[src/rtl/core/etp_pkg.sv]
// shared constants, types and codes for the empirical tail p-value block
// used by every module under rtl/core but etp_ram, and by the checker
package etp_pkg;

    localparam int NULL_DEPTH  = 4096;
    localparam int P_FRAC_BITS = 16;

    localparam int VALUE_W  = 32;
    localparam int ADDR_W   = $clog2(NULL_DEPTH);
    localparam int COUNT_W  = $clog2(NULL_DEPTH + 1);
    localparam int P_W      = P_FRAC_BITS + 1;
    localparam int CMD_W    = 2;
    localparam int STATUS_W = 2;

    // input command codes
    typedef enum logic [CMD_W-1:0] {
        CMD_CLEAR = 2'd0,
        CMD_LOAD  = 2'd1,
        CMD_QUERY = 2'd2
    } cmd_t;

    // result status codes
    typedef enum logic [STATUS_W-1:0] {
        ST_OK    = 2'd0,
        ST_FULL  = 2'd1,
        ST_EMPTY = 2'd2
    } status_t;

endpackage

[src/rtl/core/etp_div.sv]
// restoring divider: floor(tail * 2^P_FRAC_BITS / count), one quotient bit a cycle
// depends on etp_pkg; expects tail <= count and count nonzero
module etp_div (
    input  logic                         clk,
    input  logic                         rst_n,
    input  logic                         start,
    input  logic [etp_pkg::COUNT_W-1:0]  dividend,
    input  logic [etp_pkg::COUNT_W-1:0]  divisor,
    output logic                         done,
    output logic [etp_pkg::P_W-1:0]      quotient
);

    import etp_pkg::*;

    localparam int STEP_W = $clog2(P_FRAC_BITS + 1);

    logic                 busy_reg,    busy_next;
    logic                 done_reg,    done_next;
    logic [STEP_W-1:0]    step_reg,    step_next;
    logic [COUNT_W:0]     rem_reg,     rem_next;
    logic [COUNT_W-1:0]   dvs_reg,     dvs_next;
    logic [P_W-1:0]       quo_reg,     quo_next;
    logic [COUNT_W:0]     shifted;
    logic                 ge;

    // first step compares the plain remainder, later steps bring in a zero bit
    always_comb
    begin
        shifted = (step_reg == '0) ? rem_reg : {rem_reg[COUNT_W-1:0], 1'b0};
        ge      = shifted >= {1'b0, dvs_reg};
    end

    always_comb
    begin
        busy_next = busy_reg;
        done_next = 1'b0;
        step_next = step_reg;
        rem_next  = rem_reg;
        dvs_next  = dvs_reg;
        quo_next  = quo_reg;
        if (start)
        begin
            busy_next = 1'b1;
            step_next = '0;
            rem_next  = {1'b0, dividend};
            dvs_next  = divisor;
            quo_next  = '0;
        end
        else if (busy_reg)
        begin
            rem_next = ge ? (shifted - {1'b0, dvs_reg}) : shifted;
            quo_next = {quo_reg[P_W-2:0], ge};
            step_next = step_reg + 1'b1;
            if (step_reg == STEP_W'(P_FRAC_BITS))
            begin
                busy_next = 1'b0;
                done_next = 1'b1;
            end
        end
    end

    always_ff @(posedge clk or negedge rst_n)
    begin
        if (!rst_n)
        begin
            busy_reg <= 1'b0;
            done_reg <= 1'b0;
            step_reg <= '0;
            rem_reg  <= '0;
            dvs_reg  <= '0;
            quo_reg  <= '0;
        end
        else
        begin
            busy_reg <= busy_next;
            done_reg <= done_next;
            step_reg <= step_next;
            rem_reg  <= rem_next;
            dvs_reg  <= dvs_next;
            quo_reg  <= quo_next;
        end
    end

    assign done     = done_reg;
    assign quotient = quo_reg;

endmodule

[config.mk]
export PLATFORM = sky130hd
export DESIGN_NAME = etp_div
export DESIGN_NICKNAME = d
export VERILOG_FILES = /design/src/rtl/core/etp_pkg.sv /design/src/rtl/core/etp_div.sv
export SDC_FILE = /design/constraint.sdc
export NUM_CORES = 1
export LEC_CHECK = 0
export BUFFER_PORTS_ARGS = -buffer_cell sky130_fd_sc_hd__buf_2
export CAP_MARGIN = 20
export CORE_ASPECT_RATIO = 2
export CORE_MARGIN = 10
export CORE_UTILIZATION = 55
export DETAILED_ROUTE_END_ITERATION = 7
export GPL_ROUTABILITY_DRIVEN = 0
export PLACE_DENSITY = 0.85
export SYNTH_ARGS = -nofsm -noshare
export SYNTH_HDL_FRONTEND = slang
export SYNTH_SLANG_ARGS = --single-unit
[constraint.sdc]
create_clock -name clk -period 8.45 [get_ports clk]
set_input_delay 0.4225 -clock clk [delete_from_list [all_inputs] [get_ports clk]]
set_output_delay 0.4225 -clock clk [all_outputs]
set_load 0.01 [all_outputs]
==> run metrics <==
vias after detailed routing=2456; Core Box Area=0.005468 mm²; library cell used as clock root buffer=clkbuf_8; Data required, critical path=roughly 8.6 ns; cell area after synthesis=0.003098 mm²; class of the tightest hold or removal check=in2reg; top_reg_cell synth=dfrtp_1; Tot Pwr=1.095 mW; n_diodes=0; Worst Hold Margin=0.3049 ns; Total Routing Usage GR=15.93%; half-perimeter wire length of the detailed placement result=slightly above 5000 µm; worst setup slack for register-to-register paths=4.19 ns; Fillers=436; total congestion overflow after global routing=0; clock skew after layout=0.007539 ns; design area=0.003481 mm²; fraction of layout cells with a size suffix above 1=20.94%; Net count, final=407; Cells after Synth=320; register area share after synthesis=41.20%; wirelength, routed=about 7000 µm; number of buffers added by the clock tree synthesis step=5; port bufs=46; buffer depth of the longest clock path=2; headroom to the max-slew limit=between 30 and 40%; clock input transition at the sequential cells of the worst setup and hold paths=0.10 ns; Cell Chain, Critical Path=inv_1, ha_1, nor4b_4, mux2_2, ha_1, a21oi_1, o2111ai_1, a32oi_1, o21ai_1, buf_4, mux2i_1, o21ai_1; final setup vio count=0; most frequent cells in the layout=51 x dfrtp_1, 46 x buf_2, 30 x nor2_1, 29 x mux2i_1, 23 x nand2_1; boundary pin count=47; number of clock sinks seen by CTS=between 50 and 60; wire length of the first global-routing pass=11940 µm; leading cell type in the layout, fill and taps excluded=dfrtp_1; PnR worst setup slack=4.193 ns; Area Growth Syn to Fin=12.36%; warning count from the yosys run=0; proportion of register bits with asynchronous set or reset after synthesis=100.0%; area of the die=0.009217 mm²; worst setup slack after placement=a little over 4 ns; static leakage power=approximately 1.8 nW; final period demand of the worst path=4.257 ns; highest-delay cell along the critical path=nor4b_4; Arr. time, crit path=4.44 ns; type of destination of the critical path=flop; max-capacitance violation count=0; DRC violations left=0; Setup crit start kind=flop; Die X=~73 µm; detail-routed net length per standard cell=17.01 µm; total power per unit cell area=314.7 mW/mm²; synthesized netlist net count=365; flip-flop count of the largest register, all copies and words added=17; maximum vdd drop=0.2539 mV; Die H=126.1 µm; post-route fraction of the period consumed by the critical path=50.37%; number of antenna violations at the first check in global routing=0; setup repair after global routing missed its margin=false; post-route core utilization=63.66%; maximum number of pins on one net before global-route repair=78; Worst Path Class, Setup=reg2reg; CP max FO=14; Core Rows=38; H-Tree Depth=2; synthesized area per cell=9.681 µm²; Worst Max-Slew Pin Slew=1.003 ns; Iteration-0 DRC Markers=around 160; Post-Place Cell Area=0.003356 mm²; initial standard-cell utilization of the core=56.66%; count of endpoints failing hold in the final timing report=0; run status=completed; upper clock frequency limit=234.9 MHz; latest clock arrival within the worst-skew pair=approximately 0.32 ns; average vias per placed instance=5.806; Placed Cells=412; vias in the first global route=2529; number of register bits inferred by synthesis=51; EDFF count, synth=0; number of pins exceeding their max-slew limit in the final report=0; number of iterations in the first detailed-routing pass=4; slowest cell delay on critical path=between 0.8 and 0.9 ns; sum of negative setup slack=0 ns; post-route non-filler standard cell count=423; final antenna-violating net count=0; post-synthesis cell type count=45; TritonCTS clock tree=yes
-- synth_stat cells, drive strengths merged (4+ instances only) --
cell type / number / area (µm²)
a21o: 5 / 37.54
dfrtp: 51 / 1276
ha: 15 / 187.7
nand3: 6 / 30.03
nor2: 30 / 112.6
nor3b: 11 / 82.58
xor2: 7 / 61.31
clkbuf: 10 / 37.54
mux2i: 29 / 290.3
o21ai: 26 / 130.1
mux2: 14 / 161.4
nand2: 23 / 86.33
buf: 6 / 25.02
nand3b: 4 / 30.03
a21oi: 22 / 110.1
xnor2: 5 / 43.79
inv: 20 / 75.07
-- layer usage --
metal	vias to the layer above	GRT usage (%)	wire length [µm]
met1	1195	16.74	2644
met4	0	6.966	167
met5	-	0	0
met2	46	28.37	4130
met3	11	3.774	254
li1	1204	-	-
-- power breakdown --
part / switching (mW) / leakage (nW) / internal [mW]
registers: 0.0336 / 0.652 / 0.289
logic: 0.337 / 1.11 / 0.295
clock network: 0.0832 / 0.0483 / 0.0584
total: 0.454 / 1.82 / 0.642
-- area by class of cell --
cell class / instances / area (µm²) / area share [%]
multi-input cells: 233 / 1684 / 48.38
flip-flops and latches: 51 / 1276 / 36.66
repair buffers: 51 / 282.8 / 8.124
inverters: 20 / 75.07 / 2.157
well taps: 60 / 75.07 / 2.157
clock buffers: 5 / 68.82 / 1.977
clock inverters: 3 / 18.77 / 0.5392
-- logic make-up after synthesis --
logic type | Yosys count | share of synthesized area [%]
simple gates | 93 | 15.47
compound gates | 69 | 14.22
flops | 51 | 41.20
mux | 43 | 14.58
buf+inv | 36 | 4.443
fa+ha+maj | 16 | 6.704
xor+xnor | 12 | 3.393
-- what timing repair did --
| action | 4_1_cts | 5_1_grt |
|---|---|---|
| gates resized for setup | 0 | 0 |
| hold buffers | 0 | 1 |
| endpoints found under the hold margin | 0 | 9 |
| setup buffers | 0 | 0 |
-- critical path, delay by kind of cell (launching register included) --
| family | cells | cell delay, ns |
|---|---|---|
| buffers and inverters | 2 | 0.35 |
| muxes | 2 | 0.64 |
| and+or+nand+nor | 1 | 0.82 |
| AOI/OAI and AO/OA | 5 | 1.35 |
| adders and majority gates | 2 | 0.54 |
| DFF | 1 | 0.43 |
-- worst paths after layout --
path,from,endpoint,cells past startpoint
hold reg to reg,quotient[16],quotient[16],2
min in group asynchronous,rst_n,dvs_reg[5],2
setup / recovery,step_reg[0],rem_reg[9],12
setup reg to reg,step_reg[0],rem_reg[9],12
max in group asynchronous,rst_n,busy_reg,3
hold / removal,divisor[11],dvs_reg[11],3
Note: power is estimated with default switching activity, not from simulation.
